===== src/hw/rtl/i2cm_pkg.sv =====
// Shared types and register map for the I2C transaction master.
package i2cm_pkg;

    // Register map of the configuration port.
    localparam int unsigned ApbAddrW   = 3;
    localparam int unsigned ApbDataW   = 32;
    localparam int unsigned CfgRegW    = 8;
    localparam logic [CfgRegW-1:0] TicksPerUsReset   = 8'd1;
    localparam logic [CfgRegW-1:0] AckWaitLimitReset = 8'd250;

    // Register index as carried by address bit 2.
    typedef enum logic {
        CFG_TICKS_PER_US   = 1'b0,
        CFG_ACK_WAIT_LIMIT = 1'b1
    } cfg_index_t;

    // Configuration seen by the sequencer.
    typedef struct packed {
        logic [CfgRegW-1:0] ticks_per_us;
        logic [CfgRegW-1:0] ack_wait_limit;
    } cfg_t;

    // One input beat: a timebase tick.
    typedef struct packed {
        logic       start_req;
        logic [1:0] mode;
        logic [7:0] slave_addr;
        logic [7:0] sub_addr;
        logic [7:0] byte_count;
        logic       tx_valid;
        logic [7:0] tx_byte;
        logic       sda_in;
    } in_item_t;

    // One result beat.
    typedef struct packed {
        logic       scl_out;
        logic       sda_out;
        logic       sda_drive;
        logic       tx_request;
        logic       rx_valid;
        logic [7:0] rx_byte;
        logic       done_res;
        logic       ack_error;
        logic       busy_res;
    } res_item_t;

endpackage


===== src/hw/rtl/i2c_master_transaction.sv =====
// Top level: input and result registers, configuration port and the bus sequencer.
// A tick is held in the input register, then in the result register, whose beat shows on m_valid.
// One tick per clock cycle while m_ready is high; the sequencer updates its state once per tick taken.
// A stalled result register holds one beat while the input register takes the next.
// Reset is synchronous on aresetn low: the bus goes idle and both registers empty.
// Reset sets ticks_per_us to 1 and ack_wait_limit to 250.
module i2c_master_transaction (
    input  logic                           aclk,
    input  logic                           aresetn,
    // Configuration port.
    input  logic                           psel,
    input  logic                           penable,
    input  logic                           pwrite,
    input  logic [i2cm_pkg::ApbAddrW-1:0]  paddr,
    input  logic [i2cm_pkg::ApbDataW-1:0]  pwdata,
    output logic [i2cm_pkg::ApbDataW-1:0]  prdata,
    output logic                           pready,
    // Tick channel.
    input  logic                           s_valid,
    output logic                           s_ready,
    input  logic                           s_start_req,
    input  logic [1:0]                     s_mode,
    input  logic [7:0]                     s_slave_addr,
    input  logic [7:0]                     s_sub_addr,
    input  logic [7:0]                     s_byte_count,
    input  logic                           s_tx_valid,
    input  logic [7:0]                     s_tx_byte,
    input  logic                           s_sda_in,
    // Result channel.
    output logic                           m_valid,
    input  logic                           m_ready,
    output logic                           m_scl_out,
    output logic                           m_sda_out,
    output logic                           m_sda_drive,
    output logic                           m_tx_request,
    output logic                           m_rx_valid,
    output logic [7:0]                     m_rx_byte,
    output logic                           m_done_res,
    output logic                           m_ack_error,
    output logic                           m_busy_res
);
    import i2cm_pkg::*;

    cfg_t       cfg_reg;
    cfg_index_t cfg_index;
    logic       cfg_write;

    logic       in_valid_reg;
    in_item_t   in_item_reg;
    logic       out_valid_reg;
    res_item_t  out_item_reg;
    res_item_t  seq_result;
    logic       advance;

    // Configuration registers; the register is chosen by address bit 2.
    assign pready    = 1'b1;
    assign cfg_index = cfg_index_t'(paddr[2]);
    assign cfg_write = psel && penable && pwrite;

    always_ff @(posedge aclk) begin
        if (!aresetn) begin
            cfg_reg.ticks_per_us   <= TicksPerUsReset;
            cfg_reg.ack_wait_limit <= AckWaitLimitReset;
        end else if (cfg_write) begin
            unique case (cfg_index)
                CFG_TICKS_PER_US:   cfg_reg.ticks_per_us   <= pwdata[CfgRegW-1:0];
                CFG_ACK_WAIT_LIMIT: cfg_reg.ack_wait_limit <= pwdata[CfgRegW-1:0];
                default: ;
            endcase
        end
    end

    always_comb begin
        unique case (cfg_index)
            CFG_TICKS_PER_US:   prdata = {{(ApbDataW-CfgRegW){1'b0}}, cfg_reg.ticks_per_us};
            CFG_ACK_WAIT_LIMIT: prdata = {{(ApbDataW-CfgRegW){1'b0}}, cfg_reg.ack_wait_limit};
            default:            prdata = '0;
        endcase
    end

    // A held tick moves on when the result register is free or being emptied.
    assign advance = in_valid_reg && (!out_valid_reg || m_ready);
    assign s_ready = !in_valid_reg || advance;

    // Input register.
    always_ff @(posedge aclk) begin
        if (!aresetn) begin
            in_valid_reg <= 1'b0;
        end else if (s_valid && s_ready) begin
            in_valid_reg <= 1'b1;
        end else if (advance) begin
            in_valid_reg <= 1'b0;
        end
    end

    always_ff @(posedge aclk) begin
        if (s_valid && s_ready) begin
            in_item_reg <= '{start_req:  s_start_req,
                             mode:       s_mode,
                             slave_addr: s_slave_addr,
                             sub_addr:   s_sub_addr,
                             byte_count: s_byte_count,
                             tx_valid:   s_tx_valid,
                             tx_byte:    s_tx_byte,
                             sda_in:     s_sda_in};
        end
    end

    i2cm_seq u_seq (
        .aclk    (aclk),
        .aresetn (aresetn),
        .step    (advance),
        .item    (in_item_reg),
        .cfg     (cfg_reg),
        .result  (seq_result)
    );

    // Result register.
    always_ff @(posedge aclk) begin
        if (!aresetn) begin
            out_valid_reg <= 1'b0;
        end else if (advance) begin
            out_valid_reg <= 1'b1;
        end else if (m_ready) begin
            out_valid_reg <= 1'b0;
        end
    end

    always_ff @(posedge aclk) begin
        if (advance) begin
            out_item_reg <= seq_result;
        end
    end

    assign m_valid      = out_valid_reg;
    assign m_scl_out    = out_item_reg.scl_out;
    assign m_sda_out    = out_item_reg.sda_out;
    assign m_sda_drive  = out_item_reg.sda_drive;
    assign m_tx_request = out_item_reg.tx_request;
    assign m_rx_valid   = out_item_reg.rx_valid;
    assign m_rx_byte    = out_item_reg.rx_byte;
    assign m_done_res   = out_item_reg.done_res;
    assign m_ack_error  = out_item_reg.ack_error;
    assign m_busy_res   = out_item_reg.busy_res;

endmodule


===== src/hw/rtl/i2cm_seq.sv =====
// Bus sequencer: transaction state and the per-tick step logic.
module i2cm_seq (
    input  logic                aclk,
    input  logic                aresetn,
    input  logic                step,
    input  i2cm_pkg::in_item_t  item,
    input  i2cm_pkg::cfg_t      cfg,
    output i2cm_pkg::res_item_t result
);
    import i2cm_pkg::*;

    typedef enum logic [3:0] {
        PH_IDLE, PH_ST_HI, PH_ST_LO, PH_TX_SET, PH_TX_HI, PH_TX_LO, PH_AK_REL, PH_AK_HI,
        PH_AK_POLL, PH_TX_WAIT, PH_RX_LO, PH_RX_HI, PH_RA_SET, PH_RA_HI, PH_SP_LO, PH_SP_HI
    } phase_t;

    typedef enum logic [1:0] {
        KIND_SLAW = 2'd0,
        KIND_SUB  = 2'd1,
        KIND_DATA = 2'd2,
        KIND_SLAR = 2'd3
    } kind_t;

    localparam logic [1:0] ModeSend = 2'd1;
    localparam logic [1:0] ModeRecv = 2'd0;
    localparam logic [3:0] BitsPerByte = 4'd8;

    phase_t      phase_reg, phase_next;
    kind_t       kind_reg, kind_next;
    logic [3:0]  bit_index_reg, bit_index_next;
    logic [7:0]  shift_byte_reg, shift_byte_next;
    logic [8:0]  bytes_left_reg, bytes_left_next;
    logic [10:0] delay_count_reg, delay_count_next;
    logic [7:0]  ack_timer_reg, ack_timer_next;
    logic [1:0]  latched_mode_reg, latched_mode_next;
    logic [7:0]  latched_slave_reg, latched_slave_next;
    logic [7:0]  latched_sub_reg, latched_sub_next;
    logic        err_flag_reg, err_flag_next;

    logic [2:0]  phase_us;
    logic [10:0] phase_ticks;
    logic [10:0] ticks_raw;
    logic [11:0] delay_inc;
    logic [7:0]  shift_sampled;
    logic [3:0]  bit_inc;
    logic [8:0]  bytes_dec;
    logic        txbit;
    logic        ackbit;

    // Microseconds that each timed phase lasts; the untimed phases get zero.
    always_comb begin
        unique case (phase_reg)
            PH_ST_HI, PH_ST_LO, PH_SP_LO, PH_SP_HI:                    phase_us = 3'd4;
            PH_TX_SET, PH_TX_HI, PH_TX_LO, PH_RX_LO, PH_RA_SET, PH_RA_HI: phase_us = 3'd2;
            PH_AK_REL, PH_AK_HI, PH_RX_HI:                             phase_us = 3'd1;
            default:                                                   phase_us = 3'd0;
        endcase
    end

    // The scale factor is a power of two, so the product is masked shifts joined by OR.
    assign ticks_raw   = ({3'b0, cfg.ticks_per_us} & {11{phase_us[0]}})
                       | ({2'b0, cfg.ticks_per_us, 1'b0} & {11{phase_us[1]}})
                       | ({1'b0, cfg.ticks_per_us, 2'b0} & {11{phase_us[2]}});
    assign phase_ticks = (ticks_raw == 11'd0) ? 11'd1 : ticks_raw;

    assign delay_inc = {1'b0, delay_count_reg} + 12'd1;
    assign bit_inc   = bit_index_reg + 4'd1;
    assign bytes_dec = bytes_left_reg - 9'd1;
    assign txbit     = shift_byte_reg[7];
    assign ackbit    = (bytes_left_reg == 9'd0);

    // A read bit is sampled on the first tick of SCL high.
    assign shift_sampled = (phase_reg == PH_RX_HI && delay_count_reg == 11'd0)
                         ? {shift_byte_reg[6:0], item.sda_in} : shift_byte_reg;

    // Line levels and the next state for this tick.
    always_comb begin
        phase_next         = phase_reg;
        kind_next          = kind_reg;
        bit_index_next     = bit_index_reg;
        shift_byte_next    = shift_byte_reg;
        bytes_left_next    = bytes_left_reg;
        delay_count_next   = delay_count_reg;
        ack_timer_next     = ack_timer_reg;
        latched_mode_next  = latched_mode_reg;
        latched_slave_next = latched_slave_reg;
        latched_sub_next   = latched_sub_reg;
        err_flag_next      = err_flag_reg;

        result            = '0;
        result.scl_out    = 1'b1;
        result.sda_out    = 1'b1;
        result.sda_drive  = 1'b1;
        result.tx_request = (phase_reg == PH_TX_WAIT);
        result.busy_res   = (phase_reg != PH_IDLE);

        // Levels on the bus follow the phase at the start of the tick.
        unique case (phase_reg)
            PH_ST_LO: result.sda_out = 1'b0;
            PH_TX_SET, PH_TX_LO: begin
                result.scl_out = 1'b0;
                result.sda_out = txbit;
            end
            PH_TX_HI: result.sda_out = txbit;
            PH_AK_REL, PH_TX_WAIT, PH_RX_LO: begin
                result.scl_out   = 1'b0;
                result.sda_drive = 1'b0;
            end
            PH_AK_HI, PH_AK_POLL, PH_RX_HI: result.sda_drive = 1'b0;
            PH_RA_SET: begin
                result.scl_out = 1'b0;
                result.sda_out = ackbit;
            end
            PH_RA_HI: result.sda_out = ackbit;
            PH_SP_LO: begin
                result.scl_out = 1'b0;
                result.sda_out = 1'b0;
            end
            default: ;
        endcase

        unique case (phase_reg)
            PH_IDLE: begin
                if (item.start_req) begin
                    latched_mode_next  = item.mode;
                    latched_slave_next = item.slave_addr;
                    latched_sub_next   = item.sub_addr;
                    bytes_left_next    = (item.byte_count == 8'd0) ? 9'd256
                                       : {1'b0, item.byte_count};
                    kind_next          = (item.mode == ModeRecv) ? KIND_SLAR : KIND_SLAW;
                    err_flag_next      = 1'b0;
                    phase_next         = PH_ST_HI;
                    delay_count_next   = '0;
                end
            end
            PH_TX_WAIT: begin
                if (item.tx_valid) begin
                    shift_byte_next  = item.tx_byte;
                    bit_index_next   = '0;
                    phase_next       = PH_TX_SET;
                    delay_count_next = '0;
                end
            end
            PH_AK_POLL: begin
                if (!item.sda_in) begin
                    // Acknowledge seen: move on by which byte was in flight.
                    delay_count_next = '0;
                    unique case (kind_reg)
                        KIND_SLAW: begin
                            kind_next       = KIND_SUB;
                            shift_byte_next = latched_sub_reg;
                            bit_index_next  = '0;
                            phase_next      = PH_TX_SET;
                        end
                        KIND_SUB: begin
                            if (latched_mode_reg == ModeSend) begin
                                kind_next  = KIND_DATA;
                                phase_next = PH_TX_WAIT;
                            end else begin
                                kind_next  = KIND_SLAR;
                                phase_next = PH_ST_HI;
                            end
                        end
                        KIND_DATA: begin
                            bytes_left_next = bytes_dec;
                            if (bytes_dec == 9'd0) begin
                                err_flag_next = 1'b0;
                                phase_next    = PH_SP_LO;
                            end else begin
                                phase_next = PH_TX_WAIT;
                            end
                        end
                        default: begin
                            bit_index_next  = '0;
                            shift_byte_next = '0;
                            phase_next      = PH_RX_LO;
                        end
                    endcase
                end else if (ack_timer_reg >= cfg.ack_wait_limit) begin
                    err_flag_next    = 1'b1;
                    phase_next       = PH_SP_LO;
                    delay_count_next = '0;
                end else begin
                    ack_timer_next = ack_timer_reg + 8'd1;
                end
            end
            default: begin
                shift_byte_next = shift_sampled;
                if (delay_inc < {1'b0, phase_ticks}) begin
                    delay_count_next = delay_inc[10:0];
                end else begin
                    // Timed phase over: pick the next phase.
                    delay_count_next = '0;
                    unique case (phase_reg)
                        PH_ST_HI: phase_next = PH_ST_LO;
                        PH_ST_LO: begin
                            shift_byte_next = (kind_reg == KIND_SLAR)
                                            ? {latched_slave_reg[7:1], 1'b1}
                                            : {latched_slave_reg[7:1], 1'b0};
                            bit_index_next  = '0;
                            phase_next      = PH_TX_SET;
                        end
                        PH_TX_SET: phase_next = PH_TX_HI;
                        PH_TX_HI:  phase_next = PH_TX_LO;
                        PH_TX_LO: begin
                            shift_byte_next = {shift_byte_reg[6:0], 1'b0};
                            bit_index_next  = bit_inc;
                            if (bit_inc >= BitsPerByte) begin
                                ack_timer_next = '0;
                                phase_next     = PH_AK_REL;
                            end else begin
                                phase_next = PH_TX_SET;
                            end
                        end
                        PH_AK_REL: phase_next = PH_AK_HI;
                        PH_AK_HI:  phase_next = PH_AK_POLL;
                        PH_RX_LO:  phase_next = PH_RX_HI;
                        PH_RX_HI: begin
                            bit_index_next = bit_inc;
                            if (bit_inc >= BitsPerByte) begin
                                result.rx_valid = 1'b1;
                                result.rx_byte  = shift_sampled;
                                bytes_left_next = bytes_dec;
                                phase_next      = PH_RA_SET;
                            end else begin
                                phase_next = PH_RX_LO;
                            end
                        end
                        PH_RA_SET: phase_next = PH_RA_HI;
                        PH_RA_HI: begin
                            if (bytes_left_reg == 9'd0) begin
                                err_flag_next = 1'b0;
                                phase_next    = PH_SP_LO;
                            end else begin
                                bit_index_next  = '0;
                                shift_byte_next = '0;
                                phase_next      = PH_RX_LO;
                            end
                        end
                        PH_SP_LO: phase_next = PH_SP_HI;
                        PH_SP_HI: begin
                            result.done_res  = 1'b1;
                            result.ack_error = err_flag_reg;
                            err_flag_next    = 1'b0;
                            phase_next       = PH_IDLE;
                        end
                        default: phase_next = PH_IDLE;
                    endcase
                end
            end
        endcase
    end

    // Transaction state advances once per tick taken.
    always_ff @(posedge aclk) begin
        if (!aresetn) begin
            phase_reg         <= PH_IDLE;
            kind_reg          <= KIND_SLAR;
            bit_index_reg     <= '0;
            shift_byte_reg    <= '0;
            bytes_left_reg    <= '0;
            delay_count_reg   <= '0;
            ack_timer_reg     <= '0;
            latched_mode_reg  <= '0;
            latched_slave_reg <= '0;
            latched_sub_reg   <= '0;
            err_flag_reg      <= 1'b0;
        end else if (step) begin
            phase_reg         <= phase_next;
            kind_reg          <= kind_next;
            bit_index_reg     <= bit_index_next;
            shift_byte_reg    <= shift_byte_next;
            bytes_left_reg    <= bytes_left_next;
            delay_count_reg   <= delay_count_next;
            ack_timer_reg     <= ack_timer_next;
            latched_mode_reg  <= latched_mode_next;
            latched_slave_reg <= latched_slave_next;
            latched_sub_reg   <= latched_sub_next;
            err_flag_reg      <= err_flag_next;
        end
    end

endmodule


===== config.mk =====
export PLATFORM = sky130hd
export DESIGN_NAME = i2c_master_transaction
export DESIGN_NICKNAME = d
export VERILOG_FILES = /design/src/hw/rtl/i2cm_pkg.sv /design/src/hw/rtl/i2c_master_transaction.sv /design/src/hw/rtl/i2cm_seq.sv
export SDC_FILE = /design/constraint.sdc
export NUM_CORES = 1
export LEC_CHECK = 0
export BUFFER_PORTS_ARGS = -buffer_cell sky130_fd_sc_hd__buf_2
export CAP_MARGIN = 5
export CORE_MARGIN = 2
export CORE_UTILIZATION = 56
export DETAILED_ROUTE_END_ITERATION = 10
export PLACE_DENSITY = 0.83
export SYNTH_ARGS = -nofsm -noshare
export SYNTH_HDL_FRONTEND = slang
export SYNTH_SLANG_ARGS = --single-unit

===== constraint.sdc =====
create_clock -name aclk -period 4.8 [get_ports aclk]
set_input_delay 0.96 -clock aclk [delete_from_list [all_inputs] [get_ports aclk]]
set_output_delay 0.96 -clock aclk [all_outputs]
set_load 0.005 [all_outputs]

==> results of run 1 <==
## per-stage QoR
stage | instances | total power [mW]
global route | 1045 | 3.24
detailed placement | 1013 | 1.76
finish | 1045 | 3.12
floorplan | 820 | 1.66
CTS | 1045 | 3.12
global placement | 1013 | 1.75
## power by group
group / leakage [nW] / internal [mW] / total (mW) / switching (mW)
registers: 1.18 / 1.27 / 1.32 / 0.0547
logic: 1.86 / 0.161 / 0.428 / 0.267
clock network: 0.303 / 0.797 / 1.37 / 0.574
## area by class of cell
cell class                 count  area (um^2)  share of cell area [%]
multi-input combinational    592         3670                    44.1
sequential                   137         3260                    39.2
timing repair buffer          86          453                    5.44
clock buffer                  17          425                    5.11
tap                          172          215                    2.59
clock inverter                15          195                    2.35
inverter                      26         97.6                    1.17
## worst reg2reg max path: stages (launching register included)
cell and delay (ps):
dfxtp_1 530, and4_1 290, and3_1 230, nand3_1 130, xnor2_1 160, ha_1 300, nand4_1 110, nor4b_1 290
o31ai_1 130, and4b_1 260, a221oi_2 350, mux2i_1 390, nor2_1 110, ha_1 210, a32o_1 240, o21ba_1 170
## kinds of logic (layout without fill, tap and decap cells)
logic type	Yosys count	count (layout)	synth area share [%]
flops	137	137	44.7
mux	19	19	2.74
xor+xnor	26	26	3.12
simple gates	306	306	19.6
other cells	2	25	0.103
buf+inv	91	144	6.12
compound gates	185	185	18.3
fa+ha+maj	31	31	5.32
## final timing paths
check                                           endpoint                startpoint  slack, ps
worst max-delay path                   u_seq.phase_us[1]  u_seq.delay_count_reg[2]        780
worst min-delay path            u_seq.latched_sub_reg[1]  u_seq.latched_sub_reg[1]        470
worst max register to register         u_seq.phase_us[1]  u_seq.delay_count_reg[2]        780
worst min register to register  u_seq.latched_sub_reg[1]  u_seq.latched_sub_reg[1]        470
## routing by layer
| layer | vias up | GRT usage, % | part of all wire [%] |
|---|---|---|---|
| met5 | - | 0 | 0 |
| met4 | 0 | 10.3 | 2.3 |
| met3 | 43 | 5.21 | 6.2 |
| met2 | 251 | 37.2 | 47 |
| met1 | 2817 | 30.2 | 45 |
| li1 | 2977 | - | - |
## cells in the final DEF (no fill, tap or decap), types with 10 or more instances in the layout
cell / count
nor3_1: 18
o211ai_1: 15
nand3_1: 18
a22oi_1: 14
o21ai_0: 20
nand4_1: 13
a21boi_0: 30
xnor2_1: 14
edfxtp_1: 52
mux2i_1: 11
conb_1: 25
nor2_1: 78
nor2b_1: 10
nand2_1: 119
dfxtp_1: 85
ha_1: 31
clkbuf_16: 17
inv_1: 25
a21oi_1: 33
xor2_1: 12
buf_2: 77
==> summary.txt, run 1 <==
Outcome
  – Status: completed

Synth
  – Synth unique cells: 72
  – Share of the synthesized area in the top cell type: 23.3%
  – Synth async-reset ratio: 0%
  – Syn_area_per_cell: 9.15 um^2
  – Synthesized instance count: ~800
  – Synth warn: 0
  – Post-synth top cells: nand2_1, dfxtp_1, nor2_1
  – Number of enable flip-flop cells after synthesis: 52
  – Mapped Area: approximately 7300 um^2
  – Top-count cell post-synth: nand2_1
  – Register bit count reported by yosys: ~140
  – Area contributors post-synth: dfxtp_1, edfxtp_1, nand2_1, ha_1, nor2_1
  – Area leader, netlist: dfxtp_1
  – Main synth FF type: dfxtp_1
  – Post-synthesis sequential area ratio: between 40% and 50%

Worst setup path
  – Crit-path cells: and4_1 -> and3_1 -> nand3_1 -> xnor2_1 -> ha_1 -> nand4_1 -> nor4b_1 -> o31ai_1 -> and4b_1 -> a221oi_2 -> mux2i_1 -> nor2_1 -> ha_1 -> a32o_1 -> o21ba_1
  – CP Data Required Time: 5120 ps
  – Top Family by Delay on Critical Path: simple AND/OR/NAND/NOR gates
  – Crit path top cell by count: ha_1
  – Reg2reg path depth: 15
  – Critical path type: reg -> reg
  – Max FO, Critical Path: 10
  – Worst EP arrival: ~4300 ps
  – CP Capture Type: flop
  – CP startpoint kind: flop
  – Slowest stage delay, CP: around 530 ps
  – Slowest cell on the critical path: dfxtp_1
  – Crit. path cell count: 15
  – CP Buf/Inv Count: 0

Placement
  – Final GP Congestion: approximately 0.94
  – Post-DP HPWL: roughly 11 mm
  – Dpl ws: 829 ps
  – Placed Area: roughly 7700 um^2
  – # port buffers: a little under 80

Power
  – Static Leakage: between 3 and 4 nW
  – Power per Cell Area: between 300 and 400 nW/um^2
  – Peak VDD IR: between 0.3 and 0.4 mV

Floorplanning
  – Initial Utilization: 57.6%
  – I/O pin total: between 100 and 150
  – Die width: approximately 120 um
  – Chip Height: around 120 um
  – Die area: 14000 um^2
  – Core area: 12700 um^2
  – Rows: 41

Final layout
  – Layout cell share with drive strength beyond 1: approximately 16%
  – Ant. Diodes: 0
  – Filler cells: 1019
  – Final Util: about two thirds
  – Area added between synthesis and finish: 14.1%
  – Design area: about 8300 um^2
  – Max reg flops: 36
  – Final #Nets: between 900 and 1000

Drt
  – Routed via count: 6088
  – Drt first pass iters: 6
  – # DRC: 0
  – Initial drt markers: 636
  – Total wire length: ~16 mm
  – Post-DRT Antenna Nets: 0
  – Vias per inst: 5.83
  – Post-DR wirelength/cell: approximately 15 um

Clock tree
  – Post-CTS Resized: 0
  – Clk_lat worst skew: around 420 ps
  – Clock sinks: ~140
  – Postcts setup bufs: 0
  – CTS tree: done
  – Max clock buf depth: 2
  – Root buffer cell: clkbuf_16
  – Total CTS buffers: 17
  – H-tree level count: 4
  – # hold bufs at CTS: 0
  – Clk pin slew, worst setup/hold paths: roughly 70 ps

STA
  – RSZ-0062 raised after global routing: no
  – Setup tns final: 0 ps
  – Fmax: 0.248 GHz
  – Tmin final: approximately 4000 ps
  – Max-slew headroom at the worst pin: 27.2%
  – Max-slew violations: 0
  – Clock Skew: 8.04 ps
  – Final hold slack: 468 ps
  – Final hold violations: 0
  – Tightest Pin Transition: between 1000 and 1500 ps
  – Crit share post-route: a little over four fifths
  – Final worst slack: roughly 780 ps
  – Setup violations, final: 0

GRT
  – All-Layer GR Usage: 23.3%
  – Grt total ovfl: 0
  – Vias in the first global route: 5728
  – Antenna violations before repair: 0
  – First-pass GRT wire length: between 20 and 30 mm
  – Largest net degree at the start of global routing: 48

Min path
  – Worst Hold Depth: 2
  – Hold Crit Class: reg -> reg

Flow run
  – Max cap viols: 0
Note: power is estimated with default switching activity, not from simulation.
==> run 2, diff against run 1 <==
--- a/config.mk
+++ b/config.mk
@@ -5,12 +5,13 @@
 export SDC_FILE = /design/constraint.sdc
 export NUM_CORES = 1
 export LEC_CHECK = 0
+export ABC_AREA = 1
 export BUFFER_PORTS_ARGS = -buffer_cell sky130_fd_sc_hd__buf_2
 export CAP_MARGIN = 5
 export CORE_MARGIN = 2
-export CORE_UTILIZATION = 56
+export CORE_UTILIZATION = 51
 export DETAILED_ROUTE_END_ITERATION = 10
-export PLACE_DENSITY = 0.83
+export PLACE_DENSITY = 0.8
 export SYNTH_ARGS = -nofsm -noshare
 export SYNTH_HDL_FRONTEND = slang
 export SYNTH_SLANG_ARGS = --single-unit
==> constraint.sdc (replaced) <==
create_clock -name aclk -period 3.7 [get_ports aclk]
set_input_delay 0.74 -clock aclk [delete_from_list [all_inputs] [get_ports aclk]]
set_output_delay 0.74 -clock aclk [all_outputs]
set_load 0.005 [all_outputs]
==> run 2 against run 1 <==
  * Clock power grew 28%
  * Total power grew 33%
  * Critical endpoint is now u_seq.phase_us[2]
  * Hold slack lost 0.87 ps
  * Combinational power grew 57%
  * Clock-buffer cell count is the same
  * Cell count grew 16%
  * First-iteration DRC count shrank 16%
  * Die area grew 11%
  * Largest power group unchanged
  * Cell area grew 1.5%
  * Via count grew 5.3%
==> summary.txt, run 2 <==
Synth
  – Post-synth top cells: nand2_1, nor2_1, inv_1
  – Register bit count reported by yosys: 137 (unchanged)
  – Syn_area_per_cell: 7.88 um^2 (-14%)
  – Number of enable flip-flop cells after synthesis: 52 (unchanged)
  – Mapped Area: 7390 um^2 (+1.3%)
  – Synth warn: 0 (unchanged)
  – Synthesized instance count: 938 (+18%)
  – Share of the synthesized area in the top cell type: 23.0% (-0.30 points)
  – Top-count cell post-synth: nand2_1
  – Main synth FF type: dfxtp_1
  – Synth unique cells: 53 (-26%)
  – Post-synthesis sequential area ratio: 44.2% (-0.58 points)
  – Synth async-reset ratio: 0% (unchanged)
  – Area contributors post-synth: dfxtp_1, edfxtp_1, nand2_1, nor2_1, ha_1
  – Area leader, netlist: dfxtp_1

GRT
  – Antenna violations before repair: 0 (unchanged)
  – Vias in the first global route: 5807 (+1.4%)
  – Largest net degree at the start of global routing: 48 (unchanged)
  – First-pass GRT wire length: 27.3 mm (+2.5%)
  – All-Layer GR Usage: 21.6% (-1.7 points)
  – Grt total ovfl: 0 (unchanged)

Drt
  – Routed via count: 6411 (+5.3%)
  – Post-DR wirelength/cell: 13.5 um (-11%)
  – Vias per inst: 5.30 (-9.0%)
  – # DRC: 0 (unchanged)
  – Initial drt markers: 533 (-16%)
  – Total wire length: 16.3 mm (+2.4%)
  – Post-DRT Antenna Nets: 0 (unchanged)
  – Drt first pass iters: 5 (-1)

STA
  – Max-slew headroom at the worst pin: 47.2% (+20 points)
  – Final hold violations: 0 (unchanged)
  – Clock Skew: 9.86 ps (+1.81 ps)
  – RSZ-0062 raised after global routing: no
  – Fmax: 0.310 GHz (+25%)
  – Final worst slack: 477 ps (-299 ps)
  – Tightest Pin Transition: 790 ps (-294 ps)
  – Crit share post-route: 87.1% (+3.3 points)
  – Tmin final: 3220 ps (-801 ps)
  – Setup tns final: 0 ps (unchanged)
  – Final hold slack: 467 ps (-0.873 ps)
  – Max-slew violations: 0 (unchanged)
  – Setup violations, final: 0 (unchanged)

Worst setup path
  – Critical path type: reg -> reg
  – Reg2reg path depth: 18 (+3)
  – Max FO, Critical Path: 5 (-5)
  – CP Capture Type: flop
  – Slowest cell on the critical path: dfxtp_1
  – Slowest stage delay, CP: 370 ps (-160 ps)
  – Worst EP arrival: 3540 ps (-800 ps)
  – CP Buf/Inv Count: 2 (+2)
  – CP Data Required Time: 4020 ps (-1100 ps)
  – CP startpoint kind: flop
  – Worst flop-to-flop path startpoint: u_seq.delay_count_reg[0]
  – Flop-to-flop setup slack: 480 ps (-300 ps)
  – Crit-path cells: inv_1 -> nor3_4 -> nand3_1 -> xor2_1 -> ha_1 -> a21oi_1 -> nor2_1 -> a211oi_1 -> o211ai_1 -> clkinv_2 -> nand3_2 -> nand2_2 -> nand2_1 -> o21a_1 -> nor2_1 -> ha_1 -> nand3_1 -> nand2_1
  – Top Family by Delay on Critical Path: simple AND/OR/NAND/NOR gates
  – Reg2Reg Capture Point: u_seq.phase_us[2]

Final layout
  – Filler cells: 1255 (+23%)
  – Final #Nets: 1126 (+16%)
  – Most common cell after layout, fill and taps aside: nand2_1
  – Area added between synthesis and finish: 14.3%
  – Ant. Diodes: 0 (unchanged)
  – Most frequent cells in the layout: nand2_1, nor2_1, inv_1, dfxtp_1, buf_2
  – Max reg flops: 36 (unchanged)
  – Final Util: 60.2% (-5.5 points)
  – Layout cell share with drive strength beyond 1: 15.5% (-0.37 points)

Flow run
  – Max cap viols: 0 (unchanged)

Clock tree
  – Root buffer cell: clkbuf_16
  – H-tree level count: 4 (unchanged)
  – CTS tree: done
  – Clk_lat worst skew: 430 ps (about the same)
  – Total CTS buffers: 17 (unchanged)
  – Postcts setup bufs: 0 (unchanged)
  – # hold bufs at CTS: 0 (unchanged)
  – Clock sinks: 137 (unchanged)
  – Post-CTS Resized: 0 (unchanged)
  – Max clock buf depth: 2 (unchanged)
  – Clk pin slew, worst setup/hold paths: 60 ps (about the same)

Power
  – Power per Cell Area: 490 nW/um^2 (+31%)
  – Pwr Total: 4.14 mW (+33%)
  – Static Leakage: 3.81 nW (+14%)
  – Peak VDD IR: 0.585 mV (+74%)

Floorplanning
  – Initial Utilization: 52.6% (-4.9 points)
  – Chip Height: 124 um (+5.3%)
  – Die area: 15500 um^2 (+11%)
  – Rows: 43 (+4.9%)
  – I/O pin total: 130 (unchanged)
  – Die width: 124 um (+5.3%)
  – Core area: 14000 um^2 (+11%)

Placement
  – # port buffers: 77 (unchanged)
  – Post-DP HPWL: 11.6 mm (+6.7%)
  – Final GP Congestion: 0.884 (-6.0%)
  – Dpl ws: 577 ps (-252 ps)

Min path
  – Min-delay src: u_seq.latched_mode_reg[0]
  – Hold Crit Endpoint: u_seq.latched_mode_reg[0]
  – Worst Hold Depth: 2 (unchanged)
  – Hold Crit Class: reg -> reg

Outcome
  – Status: completed
run 2: where the power goes:
group          switching [mW]  internal (mW)  total, mW
Sequential             0.0612           1.65       1.71
Clock                   0.731           1.03       1.76
Combinational           0.446          0.224      0.670
run 2: per-layer routing:
metal | track usage [%] | wire length [um] | vias to the layer above
met4 | 7.14 | 304 | 0
met1 | 28.3 | 7360 | 2954
met3 | 4.81 | 917 | 24
met5 | 0 | 0 | -
li1 | - | - | 3224
met2 | 35.4 | 7710 | 209
run 2: how the worst max path moves through the flow:
stage | start | slack, ps | end | cells past startpoint
after floorplan | u_seq.delay_count_reg[0] | 980 | u_seq.phase_us[2] | 18
after global placement | u_seq.delay_count_reg[0] | 640 | u_seq.phase_us[2] | 18
after detailed placement | u_seq.delay_count_reg[0] | 580 | u_seq.phase_us[2] | 18
after CTS | u_seq.delay_count_reg[0] | 500 | u_seq.phase_us[2] | 18
after global routing | u_seq.delay_count_reg[0] | 220 | u_seq.phase_us[2] | 19
final | u_seq.delay_count_reg[0] | 480 | u_seq.phase_us[2] | 18
run 2: cell type report:
type,instances,area [um^2],area share (%)
sequential,137,3260,38.6
timing repair buffer,84,438,5.18
clock inverter,15,191,2.27
inverter,110,419,4.96
multi-input combinational,666,3490,41.3
tap,180,225,2.67
clock buffer,17,425,5.03
run 2: worst min-delay path, cell delays in order (launching register included):
cell and delay, ps:
dfxtp_1 300, inv_1 60, a21oi_1 60
run 2: kinds of logic (layout without fill, tap and decap cells):
logic type	after synthesis	in the layout	share of synthesized area (%)
other cells	2	25	0.102
xor+xnor	16	16	1.90
simple gates	412	412	24.6
fa+ha+maj	31	31	5.25
flops	137	137	44.2
compound gates	182	182	14.2
buf+inv	158	226	9.84
run 2: through the flow:
stage               instance area [um^2]  instances
finish                              8450       1209
global route                        8450       1209
CTS                                 8450       1209
detailed placement                  7830       1177
global placement                    7830       1177
floorplan                           7480        961
